File: config.mk
export PLATFORM = sky130hd
export DESIGN_NAME = cbs_front
export DESIGN_NICKNAME = d
export VERILOG_FILES = /design/src/hdl/cubemap_bilinear_sampler_unit_macros.svh /design/src/hdl/cbs_pkg.sv /design/src/hdl/cbs_front.sv
export SDC_FILE = /design/constraint.sdc
export NUM_CORES = 1
export LEC_CHECK = 0
export ABC_AREA = 0
export BUFFER_PORTS_ARGS = -buffer_cell sky130_fd_sc_hd__buf_2
export CORE_MARGIN = 5
export CORE_UTILIZATION = 57
export DETAILED_ROUTE_END_ITERATION = 8
export PLACE_DENSITY_LB_ADDON = 0.08
export SLEW_MARGIN = 10
export SYNTH_ARGS = -nofsm -noshare
export SYNTH_HDL_FRONTEND = slang
export SYNTH_SLANG_ARGS = --single-unit
File: constraint.sdc
create_clock -name vclk -period 14.1
set_input_delay 1.41 -clock vclk [all_inputs]
set_output_delay 1.41 -clock vclk [all_outputs]
set_load 0.1 [all_outputs]
File: src/hdl/cubemap_bilinear_sampler_unit_macros.svh
// Assertion macros shared by the cube-map sampler modules
`ifndef CUBEMAP_BILINEAR_SAMPLER_UNIT_MACROS_SVH
`define CUBEMAP_BILINEAR_SAMPLER_UNIT_MACROS_SVH
`ifndef NO_ASSERTIONS
// property holds at every rising clock edge outside reset
`define CBS_CHECK(lbl, clk, rst_n, prop, msg) \
	lbl: assert property (@(posedge clk) disable iff (!rst_n) prop) else $error(msg);
// condition never holds outside reset
`define CBS_NEVER(lbl, clk, rst_n, cond, msg) \
	lbl: assert property (@(posedge clk) disable iff (!rst_n) !(cond)) else $error(msg);
`else
`define CBS_CHECK(lbl, clk, rst_n, prop, msg)
`define CBS_NEVER(lbl, clk, rst_n, cond, msg)
`endif
`endif

File: src/hdl/cbs_pkg.sv
// Types, codes and constants of the cube-map sampler
package cbs_pkg;
	localparam int FACES = 6;
	localparam int SZ_W  = 7;
	localparam int FC_W  = 3;
	localparam int MAG_W = 17;
	localparam int Q_W   = 23;
	localparam int NUM_W = 40;
	localparam int VAL_W = 40;

	// black test limits, exact integer form of the threshold compares
	localparam logic [41:0] LIM_SUM   = 42'((64'd255 << 32) / 64'd10000);
	localparam logic [39:0] LIM_ALPHA = 40'((64'd255 << 32) / 64'd50);

	typedef enum logic [1:0] {
		OP_WRITE  = 2'd0,
		OP_SAMPLE = 2'd1,
		OP_PEAK   = 2'd2,
		OP_NONE   = 2'd3
	} cbs_op_t;

	typedef enum logic [1:0] {
		REG_FACE_WIDTH  = 2'd0,
		REG_FACE_HEIGHT = 2'd1,
		REG_FACE_COUNT  = 2'd2,
		REG_FRAME_VALID = 2'd3
	} cbs_reg_t;

	typedef enum logic [1:0] {
		KIND_WRITE,
		KIND_SAMPLE,
		KIND_PEAK,
		KIND_NULL
	} cbs_kind_t;

	typedef enum logic [2:0] {
		ST_IDLE,
		ST_DIV,
		ST_GRID,
		ST_READ,
		ST_CALC0,
		ST_CALC1,
		ST_DONE,
		ST_OUT
	} cbs_state_t;

	typedef struct packed {
		logic [SZ_W-1:0] w;
		logic [SZ_W-1:0] h;
		logic [FC_W-1:0] fc;
		logic            ready;
	} cbs_cfg_t;

	typedef struct packed {
		cbs_kind_t        kind;
		logic [2:0]       face;
		logic [5:0]       col;
		logic [5:0]       row;
		logic [31:0]      rgba;
		logic [MAG_W-1:0] nu;
		logic [MAG_W-1:0] nv;
		logic [MAG_W-1:0] m;
	} cbs_entry_t;

	// round a 32-fraction-bit channel half up to a byte
	function automatic logic [7:0] round_byte(input logic [VAL_W-1:0] v);
		logic [VAL_W:0] t;
		t = {1'b0, v} + (41'd1 << 31);
		return t[39:32];
	endfunction
endpackage

File: src/hdl/cbs_front.sv
// Front part: classify an item and pick the cube face of a direction
module cbs_front #(
	parameter int MAX_FACE_DIM = 64
) (
	input  logic [1:0]          op,
	input  logic [2:0]          texel_face,
	input  logic [5:0]          texel_col,
	input  logic [5:0]          texel_row,
	input  logic [31:0]         texel_rgba,
	input  logic signed [15:0]  dir_east,
	input  logic signed [15:0]  dir_up,
	input  logic signed [15:0]  dir_south,
	input  cbs_pkg::cbs_cfg_t   cfg,
	output cbs_pkg::cbs_entry_t entry
);
	logic signed [16:0] dx, dy, dz;
	logic [16:0]        ax, ay, az;
	logic signed [16:0] un, vn;
	logic [16:0]        m;
	logic [2:0]         face;
	logic signed [17:0] su, sv;
	logic               zero_dir;
	logic               wr_ok;

	// magnitudes of the direction
	always_comb begin
		dx = 17'(dir_east);
		dy = 17'(dir_up);
		dz = 17'(dir_south);
		ax = dx[16] ? 17'(-dx) : 17'(dx);
		ay = dy[16] ? 17'(-dy) : 17'(dy);
		az = dz[16] ? 17'(-dz) : 17'(dz);
		zero_dir = (ax == 17'd0) && (ay == 17'd0) && (az == 17'd0);
	end

	// face select, ties to x then y
	always_comb begin
		if (ax >= ay && ax >= az) begin
			m  = ax;
			vn = -dy;
			if (!dx[16]) begin
				face = 3'd0;
				un   = -dz;
			end else begin
				face = 3'd1;
				un   = dz;
			end
		end else if (ay >= az) begin
			m  = ay;
			un = dx;
			if (!dy[16]) begin
				face = 3'd2;
				vn   = dz;
			end else begin
				face = 3'd3;
				vn   = -dz;
			end
		end else begin
			m  = az;
			vn = -dy;
			if (!dz[16]) begin
				face = 3'd4;
				un   = dx;
			end else begin
				face = 3'd5;
				un   = -dx;
			end
		end
		su = 18'(un) + $signed({1'b0, m});
		sv = 18'(vn) + $signed({1'b0, m});
	end

	assign wr_ok = (32'(texel_face) < cbs_pkg::FACES) && (32'(texel_col) < MAX_FACE_DIM)
		&& (32'(texel_row) < MAX_FACE_DIM);

	// classify the item
	always_comb begin
		entry.face = (op == cbs_pkg::OP_WRITE) ? texel_face : face;
		entry.col  = texel_col;
		entry.row  = texel_row;
		entry.rgba = texel_rgba;
		entry.nu   = su[16:0];
		entry.nv   = sv[16:0];
		entry.m    = m;
		unique case (op)
			cbs_pkg::OP_WRITE:  entry.kind = wr_ok ? cbs_pkg::KIND_WRITE : cbs_pkg::KIND_NULL;
			cbs_pkg::OP_SAMPLE: entry.kind = (cfg.ready && !zero_dir && face < cfg.fc)
				? cbs_pkg::KIND_SAMPLE : cbs_pkg::KIND_NULL;
			cbs_pkg::OP_PEAK:   entry.kind = cfg.ready ? cbs_pkg::KIND_PEAK : cbs_pkg::KIND_NULL;
			default:            entry.kind = cbs_pkg::KIND_NULL;
		endcase
	end
endmodule

# Word level (Yosys, flattened, before mapping)
# Cells that the tools add are included.
[totals]
register_bits = 0
input_bits = 115
out_inout_bits = 100
wordCells = 44
[classes]
add_sub_neg = 5
order_cmp = 5
n_eq_ne = 2
n_mux = 22
reduce_logical = 10
[op_table]
columns = ["operator", "count"]
rows = [
  ["2-to-1 mux 17 bit", 12],
  [">= comparator 17 bit", 3],
  ["logical NOT 17 bit", 3],
  ["negation 16 -> 17 bit", 3],
  ["adder 17 bit", 2],
  ["2-to-1 mux 3 bit", 3],
  ["one-hot mux 2 bit (3 select lines)", 1],
  ["logical AND 1 bit", 5],
  ["2-to-1 mux 1 bit", 4],
  ["2-to-1 mux 2 bit", 2],
  ["< comparator 3 bit", 1],
  ["< comparator 3 bit (second input constant)", 1],
  ["equality test 2 x 1 -> 1 bit (second input constant)", 1],
  ["equality test 2 bit (second input constant)", 1],
  ["logical NOT 2 bit", 1],
  ["logical NOT 1 bit", 1],
]

# Depth between registers and ports, before layout
[depth]
word_depth = 10
ltp_mapped = 36
ltp_nobuf = 33

# Worst setup path after synthesis
# Ideal clock, no wire load.
[synth_timing]
kind = "input to output"
startpoint = "input port dir_up[0]"
endpoint = "output port entry[33] in the netlist's numbering"
arrival_ps = 11240
required_time_ps = 12690
path_slack_ps = 1450
path_stages = 33
n_path_buf = 4
path_cell_list = "inv_1 > ha_1 > or3b_2 > buf_2 > or2_2 > or4_1 > nor3_1 > nand2b_1 > xor2_1 > ha_1 > and4_1 > nand2_1 > a21oi_1 > a31oi_1 > or2_1 > buf_6 > buf_2 > clkbuf_1 > o21ai_0 > ha_1 > inv_1 > fa_1 > nor2b_1 > o21ai_0 > a21boi_0 > o21ai_0 > a21boi_0 > o21ai_0 > a21oi_1 > o41ai_1 > o211ai_1 > a31oi_1 > xnor2_1"
[synth_lines]
columns = ["item", "line", "text"]
rows = [
  ["from (decl)", "cbs_front.sv:11", "input logic signed [15:0] dir_up,"],
  ["to (decl)", "cbs_front.sv:14", "output cbs_pkg::cbs_entry_t entry"],
]

==> results.md <==
* Final setup fails at 0
* DR vias at approximately 6000
* # Max-Cap Violations at 0
* Initial DRC Count at about 620
* Area Growth Syn to Fin at 3.35%
* RD Place Congestion at between 0.9 and 1
* Initial Util at 0.576
* DRT Pass-1 Iters at 6
* CP max stage cell: or2_2
* Max_slew headroom at 0.489
* Yosys cell types at 75
* Die Span X at 111 um
* Delay of the slowest critical-path stage at 670 ps
* Largest net degree at the start of global routing at 37
* Synthesized cell area at between 5000 and 6000 sq um
* Post-Route Setup TNS at 0 ps
* Post-CTS setup buffers at 0
* GRT busiest layer: met2
* GR Util met1 at 0.401
* Core area at 10200 sq um
* DR DRC count at 0
* CTS resizes at 0
* RSZ-0062 raised after global routing: false
* Share of the synthesized area in the top cell type at 0.177
* Hold_buf cts at 0
* Syn_area_per_cell at 6.78 sq um
* Row Count at 37
* Worst min path class: in2out
* Final net count at 1091
* Overflow after GRT at 0
* Largest cells by area after synthesis: ha_1 18%, xnor2_1 9.3%, xor2_1 9.0%
* Maximum clock rate at 87.1 MHz
* Number of global-route vias before repair at 5907
* Die H at 111 um
* Share of cells above drive strength 1 at 0.169
* Final period utilization at 0.814
* Syn Inst Count at 865
* Routed WL at 18.5 mm
* Outcome: finished clean
* Worst path most repeated cell: o21ai_0
* Worst slew pin tran at between 700 and 800 ps
* Fillers at between 1000 and 1500
* Number of clock buffers in the layout at 0
* Vias per cell at 5.90
* Yosys warnings at 0
* Slew Viols, Final at 0
* Startpoint Class: primary input
* Die Area at 12400 sq um
* FFs & Latches at 0
* Met3 Track Usage GR at 0.0543
* Placed insts at a little over 1000
* Cell taking the most area after synthesis: ha_1
* Worst Setup Path Type: in2out
* Fin cells at 1025
* Crit path required time at 12690 ps
* Final Hold Vio Count at 0
* Avg WL per Cell at 18.1 um
* Period minus WS final at 11480 ps
* Net Count, Synth at approximately 1100
* CP Capture Type: output port
* Storage cell area at 0 sq um
* # IOs at 215
* CP Data Arrival Time at 10070 ps
* M2 GR Usage at 0.475
* Worst Path Max Fanout at 36
* Global-route wire length before repair at ~30 mm
* ANT cells at 0
* CP Buf/Inv Count at 4
* Crit-path leading delay family: simple AND/OR/NAND/NOR gates
* Detailed placement HPWL at 15.5 mm
* PortBufs at 113
* GRT Overall Usage at 0.284
* Initial antenna violation count at 0
* Post-route ant nets at 0
* Sequential-to-total area share from yosys stat at 0
[metal layers]
layer / wire length, um / share of wire
met4: 72 / 0.0039
met2: 8340 / 0.45
met1: 8520 / 0.46
met3: 1580 / 0.085
met5: 0 / 0
[cell families after synthesis]
logic type                 after synthesis  synth area share
and+or+nand+nor                        296             0.245
AOI/OAI and AO/OA                      181             0.202
buffers and inverters                  151             0.134
xor gates and xnor gates               123             0.185
adders and majority gates               90             0.193
muxes                                   24            0.0420
[cells in the mapped netlist (all sizes together) (13+ instances only)]
library cell  number
o21ai             50
xnor2             62
xor2              61
a21o              13
a21oi             60
inv               60
ha                83
nor3              18
clkbuf            27
nand3             14
or3               14
nand2             89
or2               13
buf               64
nor2              89
mux2i             22
[cells in the final DEF, fill, tap and decap left out, types with 11 or more instances in the layout]
| cell | instances |
|---|---|
| nand2_1 | 88 |
| nor2_1 | 88 |
| nor3_1 | 18 |
| nand3_1 | 14 |
| xor2_1 | 60 |
| ha_1 | 83 |
| a21o_1 | 13 |
| or3_1 | 14 |
| inv_1 | 60 |
| buf_2 | 113 |
| xnor2_1 | 62 |
| o21ai_0 | 48 |
| a21oi_1 | 59 |
| mux2i_1 | 21 |
| or2_2 | 11 |
[stage by stage]
stage	setup WS, ps	util	instance area, sq um	hold slack (ps)
5_1_grt	1890	0.595	6060	2820
3_5_place_dp	2780	0.595	6060	2820
3_3_place_gp	2930	0.595	6060	2820
6_report	2620	0.595	6060	2820
2_1_floorplan	1450	-	5860	3030
4_1_cts	2740	0.595	6060	2820
[cell type report]
type	instances	area, sq um	area share
repair buffers	115	581	0.0958
well taps	136	170	0.0281
inverters	60	225	0.0372
multi-input cells	714	5080	0.839
[worst paths after layout]
kind | start | to | slack [ps] | depth (start not counted)
setup / recovery | dir_up[0] | entry[33] | 2620 | 33
hold / removal | texel_row[0] | entry[83] | 2820 | 0
Power is not shown: default switching activity piles up to over one toggle a cycle in this logic, so the estimate is an artifact.
