===== src/hdl/cubemap_bilinear_sampler_unit_macros.svh =====
// Assertion macros shared by the cube-map sampler modules
`ifndef CUBEMAP_BILINEAR_SAMPLER_UNIT_MACROS_SVH
`define CUBEMAP_BILINEAR_SAMPLER_UNIT_MACROS_SVH
`ifndef NO_ASSERTIONS
// property holds at every rising clock edge outside reset
`define CBS_CHECK(lbl, clk, rst_n, prop, msg) \
	lbl: assert property (@(posedge clk) disable iff (!rst_n) prop) else $error(msg);
// condition never holds outside reset
`define CBS_NEVER(lbl, clk, rst_n, cond, msg) \
	lbl: assert property (@(posedge clk) disable iff (!rst_n) !(cond)) else $error(msg);
`else
`define CBS_CHECK(lbl, clk, rst_n, prop, msg)
`define CBS_NEVER(lbl, clk, rst_n, cond, msg)
`endif
`endif


===== src/hdl/cbs_pkg.sv =====
// Types, codes and constants of the cube-map sampler
package cbs_pkg;
	localparam int FACES = 6;
	localparam int SZ_W  = 7;
	localparam int FC_W  = 3;
	localparam int MAG_W = 17;
	localparam int Q_W   = 23;
	localparam int NUM_W = 40;
	localparam int VAL_W = 40;

	// black test limits, exact integer form of the threshold compares
	localparam logic [41:0] LIM_SUM   = 42'((64'd255 << 32) / 64'd10000);
	localparam logic [39:0] LIM_ALPHA = 40'((64'd255 << 32) / 64'd50);

	typedef enum logic [1:0] {
		OP_WRITE  = 2'd0,
		OP_SAMPLE = 2'd1,
		OP_PEAK   = 2'd2,
		OP_NONE   = 2'd3
	} cbs_op_t;

	typedef enum logic [1:0] {
		REG_FACE_WIDTH  = 2'd0,
		REG_FACE_HEIGHT = 2'd1,
		REG_FACE_COUNT  = 2'd2,
		REG_FRAME_VALID = 2'd3
	} cbs_reg_t;

	typedef enum logic [1:0] {
		KIND_WRITE,
		KIND_SAMPLE,
		KIND_PEAK,
		KIND_NULL
	} cbs_kind_t;

	typedef enum logic [2:0] {
		ST_IDLE,
		ST_DIV,
		ST_GRID,
		ST_READ,
		ST_CALC0,
		ST_CALC1,
		ST_DONE,
		ST_OUT
	} cbs_state_t;

	typedef struct packed {
		logic [SZ_W-1:0] w;
		logic [SZ_W-1:0] h;
		logic [FC_W-1:0] fc;
		logic            ready;
	} cbs_cfg_t;

	typedef struct packed {
		cbs_kind_t        kind;
		logic [2:0]       face;
		logic [5:0]       col;
		logic [5:0]       row;
		logic [31:0]      rgba;
		logic [MAG_W-1:0] nu;
		logic [MAG_W-1:0] nv;
		logic [MAG_W-1:0] m;
	} cbs_entry_t;

	// round a 32-fraction-bit channel half up to a byte
	function automatic logic [7:0] round_byte(input logic [VAL_W-1:0] v);
		logic [VAL_W:0] t;
		t = {1'b0, v} + (41'd1 << 31);
		return t[39:32];
	endfunction
endpackage


===== src/hdl/cbs_fifo.sv =====
// Two-entry queue between the front and back parts
`include "cubemap_bilinear_sampler_unit_macros.svh"
module cbs_fifo (
	input  logic                clk,
	input  logic                arst_n,
	input  logic                push,
	input  cbs_pkg::cbs_entry_t din,
	output logic                full,
	input  logic                pop,
	output cbs_pkg::cbs_entry_t dout,
	output logic                empty
);
	localparam int DEPTH = 2;

	cbs_pkg::cbs_entry_t mem_q [DEPTH];
	logic       wr_ptr_q;
	logic       rd_ptr_q;
	logic [1:0] cnt_q;

	assign full  = (cnt_q == 2'(DEPTH));
	assign empty = (cnt_q == 2'd0);
	assign dout  = mem_q[rd_ptr_q];

	// store item
	always_ff @(posedge clk) begin
		if (push) begin
			mem_q[wr_ptr_q] <= din;
		end
	end

	// advance pointers and fill count
	always_ff @(posedge clk or negedge arst_n) begin
		if (!arst_n) begin
			wr_ptr_q <= 1'b0;
			rd_ptr_q <= 1'b0;
			cnt_q    <= 2'd0;
		end else begin
			if (push) wr_ptr_q <= ~wr_ptr_q;
			if (pop)  rd_ptr_q <= ~rd_ptr_q;
			if (push && !pop) cnt_q <= cnt_q + 2'd1;
			else if (pop && !push) cnt_q <= cnt_q - 2'd1;
		end
	end

	`CBS_NEVER(a_fifo_over, clk, arst_n, (cnt_q > 2'(DEPTH)), "queue count above depth")
	`CBS_NEVER(a_fifo_pop_empty, clk, arst_n, (pop && cnt_q == 2'd0), "pop of empty queue")
	`CBS_CHECK(a_fifo_grow, clk, arst_n, (push && !pop |=> cnt_q == $past(cnt_q) + 2'd1), "count did not grow")
endmodule


===== config.mk =====
export PLATFORM = sky130hd
export DESIGN_NAME = cbs_fifo
export DESIGN_NICKNAME = d
export VERILOG_FILES = /design/src/hdl/cbs_pkg.sv /design/src/hdl/cbs_fifo.sv
export VERILOG_INCLUDE_DIRS = /design/src /design/src/hdl
export SDC_FILE = /design/constraint.sdc
export NUM_CORES = 1
export LEC_CHECK = 0
export BUFFER_PORTS_ARGS = -buffer_cell sky130_fd_sc_hd__buf_2
export CORE_AREA = 4 4 217 113
export CTS_BUF_LIST = sky130_fd_sc_hd__clkbuf_4 sky130_fd_sc_hd__clkbuf_8
export DETAILED_ROUTE_END_ITERATION = 7
export DIE_AREA = 0 0 221 117
export MAX_ROUTING_LAYER = met4
export PLACE_DENSITY = 0.7
export SLEW_MARGIN = 20
export SYNTH_ARGS = -nofsm -noshare
export SYNTH_HDL_FRONTEND = slang
export SYNTH_SLANG_ARGS = --single-unit

===== constraint.sdc =====
create_clock -name clk -period 5.6 [get_ports clk]
set_input_delay 0 -clock clk [delete_from_list [all_inputs] [get_ports clk]]
set_output_delay 0 -clock clk [all_outputs]
set_load 0.005 [all_outputs]

After elaboration in Yosys (flattened, before gate mapping)
Memory sizes are Yosys's and may differ from the RTL's.
Index checks and enable logic that the tools add are counted.
Widths: inputs -> output; s select.
{"block": "word_totals", "inputBits": 104, "memories": 1, "ramBits": 200, "out_inout_bits": 102, "reg_bits": 4, "wordCells": 19}
{"block": "op_classes", "n_reduce_logical": 6, "n_bitwise": 2, "n_addsub": 2, "n_mux": 4, "n_eq_ne": 1}
{"memory": "mem_q", "words": 2, "width": 100, "read_ports": 1, "rd_clocked_by_memory_dff": 0, "wr": 1, "line": "cbs_fifo.sv:15", "rtl": "cbs_pkg::cbs_entry_t mem_q [DEPTH];"}
{"cell": "$mux 2", "count": 2}
{"cell": "$add 2x1->2 const B", "count": 1}
{"cell": "$eq 2x2->1 const B", "count": 1}
{"cell": "$logic_and 1x1->1", "count": 2}
{"cell": "$logic_not 1->1", "count": 2}
{"cell": "$logic_not 2->1", "count": 1}
{"cell": "$mux 1", "count": 2}
{"cell": "$not 1->1", "count": 2}
{"cell": "$reduce_bool 2->1", "count": 1}
{"cell": "$sub 2x1->2 const B", "count": 1}

Logic depth before layout (Yosys ltp)
{"block": "depth", "depth_word": 4, "depth_mapped": 5, "ltp_nobuf": 5}

Worst setup path before layout
Ideal clock, no wire load.
{"block": "synth_timing", "kind": "reg2reg", "startpoint": "register wr_ptr_q", "endpoint": "memory mem_q[0][0] in the netlist's numbering, enable pin", "path_slack_ps": 200, "arrival_time_ps": 4828, "path_stages_with_launch": 2, "setup_time_ps": 572, "required_ps": 5028, "synth_period_minus_slack_ps": 5400, "cell_sequence": "dfrtp_1 > nor2b_1"}
{"element": "from (decl)", "line": "cbs_fifo.sv:16", "rtl": "logic wr_ptr_q;"}
{"element": "from (signal assigned)", "line": "cbs_fifo.sv:38", "rtl": "if (push) wr_ptr_q <= ~wr_ptr_q;"}
{"element": "to (decl)", "line": "cbs_fifo.sv:15"}
Straight into the memory's write port.

==> impl_metrics.yaml <==
status:
  status: "finished, final reports clean"
clock_tree:
  clk_pin_slew_worst_paths_ps: 70
  cts_setup_buffers: 0
  clockRootBuffer: "clkbuf_8"
  htreeDepth: 1
  clock_latency_ps: 570
  ctsLongestPathBuffers: 3
  clock-sinks: 204
  cts_tree: "yes"
  cts_made_buffers: 30
  cts.repair.resized: 0
global_routing:
  grt_pass1_vias: 4616
  grt_pass1_wl_um: 25000
  top_usage_layer: "met2"
  grtUsageTotal: 0.126
  met2_usage: 0.238
  met3_usage: 0.0274
  grt_use_met1: 0.128
  grt_max_degree: 52
  grt_antenna_before_repair: 1
  grt-ovfl-total: 0
timing:
  setup_violations: 0
  tns_ps: 0
  max_freq_ghz: 0.346
  skew_ps: 19.6
  finalCritPeriodShare: 0.516
  rsz0062_at_grt: "false"
  worst_pin_slew_ps: 847
  drv_slew: 0
  relSlewSlack: 0.435
  period_minus_slack_ps: 2890
  hold_viol: 0
route:
  initialDrtViolationCount: 232
  vias_per_cell: 4.27
  wirelength_um: 16800
  post_drt_wl_per_cell_um: 17.0
  first_pass_iters: 5
  drc: 0
  detail-route-antenna-nets: 0
  num_vias: 4234
worst_setup_path:
  cp.required_ps: 5600
  worst_ep_arrival_time_ps: 2890
  end_kind: "output port"
  path_max_fanout: 47
  crit_path_top_delay_cell: "dfrtp_4"
  crit_type: "reg2out"
  start_kind: "flip-flop"
  regToRegSetupSlack_ps: 3370
  cp_num_buf_inv: 2
  cpLargestDelayFamily: "buffers and inverters"
  max_stage_delay_ps: 890
  crit_chain: "buf_4 -> mux2_2 -> buf_2"
synthesis:
  syn_nets: 432
  syn-cell-area_mm2: 0.00785
  ys_types: 14
  synthCells: 327
  yosysTopAreaCell: "edfxtp_1"
  synthTopCellsByArea: "edfxtp_1 76%, mux2_4 17%, buf_12 2.3%, mux2_2 1.4%, dfrtp_1 1.3%"
  yosysWarnings: 0
  yosysSeqAreaShare: 0.778
  yosys.area.top_type_share: 0.765
  synth_seq_cells: 204
  syn_area_per_cell_um2: 24.0
run:
  maxCapViolations: 0
floorplan:
  ios: 206
  start_util: 0.348
  die_h_um: 117
  fp-row-count: 39
  dieArea_mm2: 0.0259
  die_x_um: 221
  core-area_mm2: 0.0225
cells_and_area:
  areaGrowthSynthToFinish_pct: 36.9
  nNetsFinal: 767
  final_area_mm2: 0.0107
  drive_gt1_frac: 0.521
  layout.cells.non_filler: 991
  fillers: 1910
place:
  io_buffers: 205
  globalplace.congestion: 0.705
  post-place-cells: 833
  dpl.hpwl_um: 11000
  dpl_cell_area_mm2: 0.00912
power:
  p_per_area_mw_per_mm2: 445
  ir_drop_mv: 0.480
  p_leak_uw: 0.00433
worst_hold_path:
  hold_class: "in2reg"
## logic make-up (layout without fill, tap and decap cells)
family	count (synthesis)	count (layout)	share of synthesized area
flops	204	204	0.778
simple gates	5	5	0.00335
xor+xnor	5	5	0.00558
buf+inv	12	367	0.0255
mux	100	100	0.186
other cells	0	2	0
fa+ha+maj	1	1	0.00159
## repair_timing
action / 4_1_cts / 5_1_grt
endpoints found under the hold margin: 208 / 0
setup endpoints to repair: 0 / 0
hold buffers: 104 / 0
## state kept, by name (all words and copies together) (netlist names)
signal,count
mem_q,200
rd_ptr_q,1
cnt_q,2
wr_ptr_q,1
## cells in the mapped netlist
cell type / n
inv_1: 1
ha_1: 1
dfrtp_1: 4
nor2b_1: 2
buf_2: 1
buf_12: 9
mux2_4: 90
nor2_1: 2
xnor2_1: 1
xor2_1: 4
buf_6: 1
edfxtp_1: 200
and2_1: 1
mux2_2: 10
## worst paths after layout
path,from,end,cells past startpoint
max in group asynchronous,arst_n,rd_ptr_q$_DFFE_PN0P_,3
setup reg to reg,wr_ptr_q$_DFFE_PN0P_,mem_q[1][51]$_DFFE_PP_,2
setup / recovery,rd_ptr_q$_DFFE_PN0P_,dout[87],3
hold reg to reg,cnt_q[1]$_DFFE_PN0P_,cnt_q[1]$_DFFE_PN0P_,1
min in group asynchronous,arst_n,cnt_q[1]$_DFFE_PN0P_,3
hold / removal,din[86],mem_q[0][86]$_DFFE_PP_,2
## cells in the final DEF (no fill, tap or decap), drive strengths merged
| master | count |
|---|---|
| buf | 210 |
| edfxtp | 200 |
| dlygate4sd3 | 104 |
| mux2 | 100 |
| clkbuf | 38 |
| clkinv | 11 |
| xor2 | 4 |
| dfrtp | 4 |
| diode | 2 |
| nor2 | 2 |
| bufinv | 2 |
| inv | 2 |
| nor2b | 2 |
| and2 | 1 |
| xnor2 | 1 |
| ha | 1 |
## stage by stage
stage                     power, µW  worst slack, ps   util  hold WS, ps
final                          4790             2710  0.477          150
after global routing           5040             2530  0.477         98.5
after CTS                      4880             2630  0.477         97.5
after detailed placement       3600             3280  0.404         -188
after global placement         3560             3300  0.404         -192
after floorplan                3200              200      -         -296
## where the power goes
group / total [µW] / switching (µW) / internal, µW / leakage (µW)
Sequential: 2180 / 154 / 2030 / 0.00192
Clock: 1190 / 552 / 642 / 0.000305
Combinational: 1410 / 602 / 806 / 0.00210
## routing by layer
layer | routed length (µm) | up-vias
met5 | 0 | -
met4 | 737 | 0
met3 | 576 | 52
met2 | 9390 | 102
met1 | 6130 | 2111
li1 | - | 1969
## layout make-up
cell class	count	area, µm²	share of cell area
Multi-Input combinational cell	111	1560	0.145
Clock inverter	14	111	0.0104
Inverter	1	3.75	0.000349
Tap cell	307	384	0.0357
Clock buffer	38	473	0.0440
Antenna cell	2	5.00	0.000466
Timing Repair Buffer	314	2100	0.196
Sequential cell	204	6110	0.568
No activity file was read; power rests on OpenSTA's default activity.
